**config.mk**
```make
export PLATFORM = sky130hd
export DESIGN_NAME = lgge_cell_unit
export DESIGN_NICKNAME = d
export VERILOG_FILES = /design/src/rtl/lgge_pkg.sv /design/src/rtl/lgge_cell_unit.sv
export SDC_FILE = /design/constraint.sdc
export NUM_CORES = 1
export LEC_CHECK = 0
export BUFFER_PORTS_ARGS = -buffer_cell sky130_fd_sc_hd__buf_2
export CAP_MARGIN = 10
export CORE_AREA = 3 3 40 42
export DETAILED_ROUTE_END_ITERATION = 6
export DIE_AREA = 0 0 43 45
export PLACE_DENSITY = 0.37
export REMOVE_ABC_BUFFERS = 1
export SYNTH_ARGS = -nofsm -noshare
export SYNTH_HDL_FRONTEND = slang
export SYNTH_SLANG_ARGS = --single-unit
```
**constraint.sdc**
```tcl
create_clock -name vclk -period 5.4
set_input_delay 0.54 -clock vclk [all_inputs]
set_output_delay 0.54 -clock vclk [all_outputs]
set_load 0.02 [all_outputs]
```
**src/rtl/lgge_pkg.sv**
```systemverilog
// ----------------------------------------------------------------------------
// lgge_pkg
// Shared types and constants of the life grid generation engine.
// ----------------------------------------------------------------------------
package lgge_pkg;

    localparam int MAX_COLUMNS = 64;
    localparam int MAX_ROWS    = 64;
    localparam int COL_W       = $clog2(MAX_COLUMNS);
    localparam int ROW_W       = $clog2(MAX_ROWS);
    localparam int SIZE_W      = 7;
    localparam int GEN_W       = 16;
    localparam int CFG_IDX_W   = 1;

    localparam logic [SIZE_W-1:0] MIN_SIZE     = SIZE_W'(3);
    localparam logic [SIZE_W-1:0] RESET_SIZE   = SIZE_W'(64);

    localparam logic [CFG_IDX_W-1:0] CFG_COLUMNS = 1'b0;
    localparam logic [CFG_IDX_W-1:0] CFG_ROWS    = 1'b1;

    localparam logic [1:0] OP_WRITE = 2'd0;
    localparam logic [1:0] OP_READ  = 2'd1;
    localparam logic [1:0] OP_RUN   = 2'd2;

    localparam logic KIND_READ = 1'b0;
    localparam logic KIND_RUN  = 1'b1;

    typedef logic [MAX_COLUMNS-1:0] t_row;

    typedef enum logic [3:0] {
        S_IDLE,
        S_CELL_RD,
        S_CELL_DO,
        S_RESP,
        S_G_START,
        S_G_RD2,
        S_G_LOAD,
        S_G_CELL,
        S_G_WB,
        S_G_END
    } t_state;

    typedef struct packed {
        logic             rd_en;
        logic [ROW_W-1:0] rd_addr;
        logic             wr_en;
        logic [ROW_W-1:0] wr_addr;
        t_row             wr_data;
    } t_mem_req;

    typedef struct packed {
        logic [2:0] above;
        logic [2:0] mid;
        logic [2:0] below;
    } t_nbhd;

endpackage

```
**src/rtl/lgge_cell_unit.sv**
```systemverilog
// ----------------------------------------------------------------------------
// lgge_cell_unit
// Shared B3/S23 rule unit: counts the eight neighbors of one cell and gives
// its next state.
// ----------------------------------------------------------------------------
module lgge_cell_unit (
    input  lgge_pkg::t_nbhd i_nbhd,
    output logic            o_alive
);

    logic [3:0] count;
    logic       center;

    always_comb begin
        count = 4'(i_nbhd.above[0]) + 4'(i_nbhd.above[1]) + 4'(i_nbhd.above[2])
              + 4'(i_nbhd.mid[0])                         + 4'(i_nbhd.mid[2])
              + 4'(i_nbhd.below[0]) + 4'(i_nbhd.below[1]) + 4'(i_nbhd.below[2]);
        center = i_nbhd.mid[1];
        if (count == 4'd3) begin
            o_alive = 1'b1;
        end else if (count == 4'd2) begin
            o_alive = center;
        end else begin
            o_alive = 1'b0;
        end
    end

endmodule

```
==> flow_summary_export.csv <==
group,metric,value,unit
status,outcome,"completed",
detailed_routing,routed_via_density,3.60,
sta,rsz0062_at_grt,"no",
logic_synthesis,ys_types,8,
sta,fin_setup_tns,0,ns
layout,nFillCells,151,
detailed_routing,antenna_left,0,
sta,hold_violations,0,
clock_network,cts_setup_buffers,0,
layout,final_cell_mix,"11 x inv_1, 10 x buf_2, 4 x fa_1",
place,place_congestion,0.641,
layout,drive_gt1_share,33.3,%
job,maxCapViolations,0,
pwr,power_frac_seq,0,%
min_path,hold_class,"in2out",
setup_path,critPathLaunch,"i_nbhd[0]",
logic_synthesis,ys_seq_area_share,0,%
layout,clockBufferCount,0,
setup_path,endpoint_kind,"primary output",
clock_network,cts.repair.resized,0,
die,core,0.00128,mm^2
setup_path,cp_data_required_time,4.86,ns
detailed_routing,postRouteWirelength,318,um
logic_synthesis,syn_area,200,um^2
setup_path,cp-start-kind,"primary input",
min_path,holdCritStartpoint,"i_nbhd[4]",
layout,seq_area,0,um^2
logic_synthesis,ys_warn_count,0,
detailed_routing,drc_errors,0,
die,die_width,43,um
die,die_area,0.00194,mm^2
place,portBuffers,10,
pwr,netSwitchingFraction,54.1,%
logic_synthesis,synth_cells,23,
pwr,total_power,0.0000436,W
die,ioPinCount,10,
pwr,powerDensity,162,mW/mm^2
die,rows,13,
sta,max_freq,252,MHz
pwr,p_clk_share,0,%
global_routing,overflow,0,
setup_path,cp_max_fo,3,
detailed_routing,initialDrtViolationCount,0,
detailed_routing,routedWlPerCell,6.63,um
layout,areaGrowthSynthToFinish,34.4,%
die,initial_core_util,15.6,%
clock_network,ctsHoldBuffers,0,
sta,drv_slew,0,
layout,fin_nets,51,
global_routing,grt_max_degree,4,
global_routing,grt_pass1_wl,662,um
global_routing,grt_use_total,4.09,%
pwr,cell_internal_pwr,0.0000200,W
detailed_routing,first_pass_iters,1,
setup_path,critPathCapture,"o_alive",
sta,finalSetupViolations,0,
global_routing,grt_pass1_vias,182,
sta,slew_headroom,85.9,%
layout,final_area,269,um^2
layout,final_common_cell,"inv_1",
layout,multiInputGateArea,159,um^2
sta,min_period,3.96,ns
pwr,p_sw,0.0000236,W
pwr,peakVddDrop,46.8,uV
pwr,combPwrFrac,100.0,%
layout,flops_and_latches,0,
global_routing,antenna_found_initial,0,
pwr,p_leak,0.172,nW
setup_path,cp.arrival,3.42,ns
die,dieHeight,45,um
detailed_routing,num_vias,173,
layout,n_antenna_cell,0,
logic_synthesis,syn_area_per_cell,8.70,um^2
setup_path,critPathKind,"in2out",
sta,period_share,73.4,%
place,dpl_cell_area,269,um^2
sta,worst_pin_slew,0.209,ns
-- logic make-up after synthesis --
kind of cell	after synthesis	share of synthesized area, %
AOI/OAI and AO/OA	3	13.7
adders and majority gates	7	58.8
buffers and inverters	11	20.6
and+or+nand+nor	2	6.88
-- worst min path at each step --
| stage | end | depth (start not counted) |
|---|---|---|
| 3_3_place_gp | o_alive | 4 |
| 2_1_floorplan | o_alive | 2 |
| 3_5_place_dp | o_alive | 4 |
| 4_1_cts | o_alive | 4 |
| 5_1_grt | o_alive | 4 |
| 6_report | o_alive | 4 |
-- power groups by stage --
stage	clock (W)	combinational, W	sequential, W
6_report	0	0.0000436	0
5_1_grt	0	0.0000511	0
4_1_cts	0	0.0000448	0
3_5_place_dp	0	0.0000442	0
3_3_place_gp	0	0.0000420	0
2_1_floorplan	0	0.0000323	0
-- per-layer routing --
metal	routed length (um)	up-vias	share of wire, %	GRT usage (%)
met1	151	76	47	5.60
met5	0	-	0	0
met4	0	0	0	0
li1	-	88	-	-
met3	48	0	15	0.398
met2	118	9	37	7.49
-- worst max-delay path, stage by stage --
cell	delay, ns
buf_2	0.07
inv_1	0.04
fa_1	0.54
fa_1	0.43
fa_1	0.49
inv_1	0.04
ha_1	0.20
fa_1	0.43
o211a_1	0.25
a211oi_2	0.18
buf_2	0.19
-- synthesized netlist by cell type (all sizes together) --
| cell | count | area share [%] |
|---|---|---|
| fa | 4 | 40 |
| o21ai | 1 | 2.5 |
| ha | 3 | 19 |
| or2 | 1 | 3.1 |
| inv | 11 | 21 |
| nand3b | 1 | 3.8 |
| o211a | 1 | 5.0 |
| a211oi | 1 | 6.2 |
-- layout make-up --
type / instances / share of cell area [%]
timing repair buffer: 10 / 18.6
tap: 15 / 6.98
inverter: 11 / 15.3
multi-input combinational: 12 / 59.1
-- per-stage QoR --
step | worst slack, ns | hold WS (ns) | std cells | util (%)
floorplan | 1.58 | 1.32 | 23 | -
global placement | 1.47 | 1.55 | 48 | 20.9
detailed placement | 1.41 | 1.55 | 48 | 20.9
CTS | 1.41 | 1.56 | 48 | 20.9
global route | 1.28 | 1.63 | 48 | 20.9
finish | 1.44 | 1.55 | 48 | 20.9
No activity file was read; power rests on OpenSTA's default activity.
