<file path="config.mk">
export PLATFORM = sky130hd
export DESIGN_NAME = lgge_row_mem
export DESIGN_NICKNAME = d
export VERILOG_FILES = /design/src/rtl/lgge_pkg.sv /design/src/rtl/lgge_row_mem.sv
export SDC_FILE = /design/constraint.sdc
export NUM_CORES = 2
export LEC_CHECK = 0
export ABC_CLOCK_PERIOD_IN_PS = 13800
export BUFFER_PORTS_ARGS = -buffer_cell sky130_fd_sc_hd__buf_4
export CAP_MARGIN = 20
export CORE_ASPECT_RATIO = 0.6
export CORE_MARGIN = 4
export CORE_UTILIZATION = 45
export CTS_BUF_LIST = sky130_fd_sc_hd__clkbuf_8
export CTS_CLUSTER_SIZE = 25
export DETAILED_ROUTE_END_ITERATION = 10
export PLACE_DENSITY = 0.62
export SLEW_MARGIN = 20
export SYNTH_ARGS = -nofsm -noshare
export SYNTH_HDL_FRONTEND = slang
export SYNTH_SLANG_ARGS = --single-unit
export TNS_END_PERCENT = 5
</file>
<file path="constraint.sdc">
create_clock -name i_clk -period 13.8 [get_ports i_clk]
set_input_delay 0.69 -clock i_clk [delete_from_list [all_inputs] [get_ports i_clk]]
set_output_delay 0.69 -clock i_clk [all_outputs]
set_load 0.02 [all_outputs]
</file>
<file path="src/rtl/lgge_pkg.sv">
// ----------------------------------------------------------------------------
// lgge_pkg
// Shared types and constants of the life grid generation engine.
// ----------------------------------------------------------------------------
package lgge_pkg;

    localparam int MAX_COLUMNS = 64;
    localparam int MAX_ROWS    = 64;
    localparam int COL_W       = $clog2(MAX_COLUMNS);
    localparam int ROW_W       = $clog2(MAX_ROWS);
    localparam int SIZE_W      = 7;
    localparam int GEN_W       = 16;
    localparam int CFG_IDX_W   = 1;

    localparam logic [SIZE_W-1:0] MIN_SIZE     = SIZE_W'(3);
    localparam logic [SIZE_W-1:0] RESET_SIZE   = SIZE_W'(64);

    localparam logic [CFG_IDX_W-1:0] CFG_COLUMNS = 1'b0;
    localparam logic [CFG_IDX_W-1:0] CFG_ROWS    = 1'b1;

    localparam logic [1:0] OP_WRITE = 2'd0;
    localparam logic [1:0] OP_READ  = 2'd1;
    localparam logic [1:0] OP_RUN   = 2'd2;

    localparam logic KIND_READ = 1'b0;
    localparam logic KIND_RUN  = 1'b1;

    typedef logic [MAX_COLUMNS-1:0] t_row;

    typedef enum logic [3:0] {
        S_IDLE,
        S_CELL_RD,
        S_CELL_DO,
        S_RESP,
        S_G_START,
        S_G_RD2,
        S_G_LOAD,
        S_G_CELL,
        S_G_WB,
        S_G_END
    } t_state;

    typedef struct packed {
        logic             rd_en;
        logic [ROW_W-1:0] rd_addr;
        logic             wr_en;
        logic [ROW_W-1:0] wr_addr;
        t_row             wr_data;
    } t_mem_req;

    typedef struct packed {
        logic [2:0] above;
        logic [2:0] mid;
        logic [2:0] below;
    } t_nbhd;

endpackage

</file>
<file path="src/rtl/lgge_row_mem.sv">
// ----------------------------------------------------------------------------
// lgge_row_mem
// Grid store, one row per word, registered read, per-row valid bits so the
// grid reads dead right after reset.
// ----------------------------------------------------------------------------
module lgge_row_mem (
    input  logic               i_clk,
    input  logic               i_rst_n,
    input  lgge_pkg::t_mem_req i_req,
    output lgge_pkg::t_row     o_rd_data
);

    lgge_pkg::t_row                  r_mem [lgge_pkg::MAX_ROWS];
    lgge_pkg::t_row                  r_rd_data;
    logic [lgge_pkg::MAX_ROWS-1:0]   r_row_vld;
    logic                            r_rd_vld;

    always_ff @(posedge i_clk) begin
        if (i_req.wr_en) begin
            r_mem[i_req.wr_addr] <= i_req.wr_data;
        end
        if (i_req.rd_en) begin
            r_rd_data <= r_mem[i_req.rd_addr];
        end
    end

    always_ff @(posedge i_clk) begin
        if (!i_rst_n) begin
            r_row_vld <= '0;
            r_rd_vld  <= 1'b0;
        end else begin
            if (i_req.wr_en) begin
                r_row_vld[i_req.wr_addr] <= 1'b1;
            end
            if (i_req.rd_en) begin
                r_rd_vld <= r_row_vld[i_req.rd_addr];
            end
        end
    end

    assign o_rd_data = r_rd_vld ? r_rd_data : '0;

endmodule

</file>
==> impl_metrics.env <==
export IMPL_num_io_pins=144
export IMPL_grt_pass1_vias=75790
export IMPL_yosysSeqAreaShare=0.7910
export IMPL_preCtsSetupSlack_ns=8.106
export IMPL_p_clk_frac=0.366
export IMPL_hp_start="i_req[14]"
export IMPL_crit_chain="buf_8 > buf_12 > buf_4 > buf_4 > mux4_2 > mux4_2 > a22oi_1 > nand2_1"
export IMPL_worst_slew_pin_slew_ns=1.207
export IMPL_core_rowCount=169
export IMPL_cts_hold_buf=0
export IMPL_slowest_stage="buf_4"
export IMPL_p_leak_nw=55.32
export IMPL_cts_tree="done"
export IMPL_critPathBufInv=4
export IMPL_synth_flop_cell="edfxtp_1"
export IMPL_die_width_um=776.8
export IMPL_p_sw_frac=0.2245
export IMPL_maxSlewViolCount=0
export IMPL_ir_drop_v=0.0001102
export IMPL_p_per_area_nw_per_um2=137.0
export IMPL_syn_avg_cell_area_um2=25.25
export IMPL_finalSetupViolations=0
export IMPL_syn_area_um2=159600
export IMPL_final_common_cell="edfxtp_1"
export IMPL_core_um2=353100
export IMPL_combPwrFrac=0.048
export IMPL_cts_root_buf="clkbuf_8"
export IMPL_synth_edff_count=4160
export IMPL_ant_nets=0
export IMPL_cts_max_path_buffers=4
export IMPL_worst_setup_path_type="input pin to register"
export IMPL_firstDrtPassIters=5
export IMPL_status="complete, no violations"
export IMPL_crit_fanout=115
export IMPL_synth_top_area_frac=0.7829
export IMPL_period_needed_ns=4.764
export IMPL_critical_path_top_delay_family="buffers and inverters"
export IMPL_finalNetCount=7020
export IMPL_ys_warn_count=0
export IMPL_synth_cell_types=30
export IMPL_reg2reg_to="r_rd_data[8]$_DFFE_PP_"
export IMPL_regArea_um2=126200
export IMPL_cp_start_kind="input pin"
export IMPL_max_freq_mhz=209.9
export IMPL_clk_latency_ns=1.08
export IMPL_crit_arrival_ns=5.56
export IMPL_area_delta_synth_final_pct=11.51
export IMPL_ys_top_cells_by_area="edfxtp_1 (78%), mux4_2 (18%), dfxtp_1 (0.82%)"
export IMPL_synth_seq_cells=4225
export IMPL_hold_path_cell_count=1
export IMPL_drive_gt1_frac=0.3274
export IMPL_multiInputGateArea_um2=32390
export IMPL_internal_power_mw=18.90
export IMPL_route_detailed_drc=0
export IMPL_p_switching_mw=5.471
export IMPL_ff2ff_path_depth=4
export IMPL_num_vias=77960
export IMPL_holdPathEnd="r_mem[36][14]$_DFFE_PP_"
export IMPL_cp_data_required_time_ns=14.60
export IMPL_rsz0062_at_grt="false"
export IMPL_cts_sinks=4225
export IMPL_overflow=0
export IMPL_synth_largest_area_cell="edfxtp_1"
export IMPL_dieArea_um2=364500
export IMPL_finalWirelength_mm=462.8
export IMPL_grt_pass1_wl_mm=632.6
export IMPL_relSlewSlack=0.1956
export IMPL_hold_class="input pin to register"
export IMPL_routabilityCongestion=0.7872
export IMPL_cts_htree_levels=6
export IMPL_timing_final_crit_share=0.3452
export IMPL_path_clk_slew_ns=0.07
export IMPL_antenna_found_initial=63
export IMPL_hpwl_mm=246.7
export IMPL_grt_total_usage=0.2512
export IMPL_die_height_um=469.3
export IMPL_skew_ns=0.05481
export IMPL_maxCapViolCount=0
export IMPL_r2r_setup_slack_ns=11.27
export IMPL_max_stage_delay_ns=0.87
export IMPL_netlist_instances=6320
export IMPL_power_frac_seq=0.586
export IMPL_synth_nets=6400
export IMPL_worstReg2RegStart="r_mem[18][8]$_DFFE_PP_"
export IMPL_p_total_mw=24.37
export IMPL_io_buffer_count=143
export IMPL_worst_slack_ns=9.036
export IMPL_endpoint_kind="register"
export IMPL_cts_resized=0
export IMPL_cts_inserted_buffers=595
export IMPL_routedWlPerCell_um=38.24
export IMPL_final_hold_violation_count=0
export IMPL_nFillCells=27340
export IMPL_grt_max_degree=145
export IMPL_setup_tns_ns=0
export IMPL_floorplan_initialDensity=0.4519
export IMPL_layout_common_cells="edfxtp_1 (4160), mux4_2 (1290), clkbuf_8 (610)"
export IMPL_placed_area_um2=167400
export IMPL_viasPerCell=6.441
export IMPL_cts_setup_buffers=0
export IMPL_synthArstFlopShare=0
export IMPL_drt_iter0_drc=11820
export IMPL_final_area_um2=177900
-- logic make-up (layout without fill, tap and decap cells) --
kind of cell / Yosys count / after routing / synth area share
and+or+nand+nor: 248 / 248 / 0.007489
muxes: 1296 / 1296 / 0.1825
buffers and inverters: 341 / 1400 / 0.009112
other: 0 / 22 / 0
DFF: 4225 / 4225 / 0.7910
AOI/OAI and AO/OA: 210 / 210 / 0.009888
-- layer usage --
layer  wire, µm  global-route usage  share of wire
met4      11370             0.06271          0.025
met2     196400              0.3440           0.42
met3      57490             0.06201           0.12
met1     197300              0.4045           0.43
met5        170                   0        0.00037
-- layout make-up --
type / count / share of cell area
Multi-Input combinational cell: 1754 / 0.1820
Sequential cell: 4225 / 0.7094
Tap cell: 4702 / 0.03307
Clock buffer: 610 / 0.04719
Timing Repair Buffer: 364 / 0.01681
Clock inverter: 426 / 0.01119
Antenna cell: 22 / 0.0003094
-- synthesized netlist by cell type, drive strengths merged (2+ instances only) --
| cell type | n |
|---|---|
| nor2b | 16 |
| edfxtp | 4160 |
| o21a | 64 |
| nand2 | 72 |
| nand4 | 3 |
| clkbuf | 188 |
| nand3 | 10 |
| mux4 | 1290 |
| mux2 | 4 |
| nor3 | 4 |
| nor2 | 64 |
| a211oi | 2 |
| nand2b | 10 |
| and2 | 65 |
| a22oi | 131 |
| nor4 | 2 |
| buf | 153 |
| mux2i | 2 |
| a2111oi | 6 |
| o21ai | 2 |
| o22ai | 2 |
| dfxtp | 65 |
-- state kept, by name (all words and copies together), names as in the netlist --
signal	count
r_mem	4096
r_rd_data	64
r_rd_vld	1
r_row_vld	64
-- worst reg2reg max path, cell delays in order (launching register included) --
cell	delay, ns
edfxtp_1	0.39
mux4_2	0.46
mux4_2	0.51
a22oi_1	0.75
nand2_1	0.10
-- metrics by stage --
| stage | util | instances | hold WS (ns) |
|---|---|---|---|
| after global placement | 0.4738 | 11040 | 0.4409 |
| after detailed placement | 0.4741 | 11040 | 0.4481 |
| after floorplan | - | 6320 | 0.4330 |
| after CTS | 0.5035 | 12080 | 0.01318 |
| final | 0.5039 | 12100 | 0.1254 |
| after global routing | 0.5037 | 12090 | 0.08481 |
-- power by group through the flow --
| stage | combinational (mW) | clock (mW) | sequential [mW] |
|---|---|---|---|
| 3_3_place_gp | 1.15 | 0 | 14.5 |
| 4_1_cts | 1.18 | 9.10 | 14.3 |
| 3_5_place_dp | 1.18 | 0 | 14.6 |
| 6_report | 1.17 | 8.93 | 14.3 |
| 5_1_grt | 1.24 | 9.74 | 14.3 |
| 2_1_floorplan | 0.693 | 0 | 14.5 |
-- worst max path at each step --
| stage | endpoint | start | depth (start not counted) | slack [ns] |
|---|---|---|---|---|
| 2_1_floorplan | r_mem[40][0]$_DFFE_PP_ | i_req[70] | 3 | 7.66 |
| 3_3_place_gp | r_rd_data[44]$_DFFE_PP_ | i_req[73] | 8 | 8.16 |
| 3_5_place_dp | r_rd_data[44]$_DFFE_PP_ | i_req[73] | 8 | 8.11 |
| 4_1_cts | r_rd_data[44]$_DFFE_PP_ | i_req[73] | 8 | 9.29 |
| 5_1_grt | r_rd_data[44]$_DFFE_PP_ | i_req[73] | 8 | 9.05 |
| 6_report | r_rd_data[44]$_DFFE_PP_ | i_req[73] | 8 | 9.04 |
(Power assumes the default switching activity.)
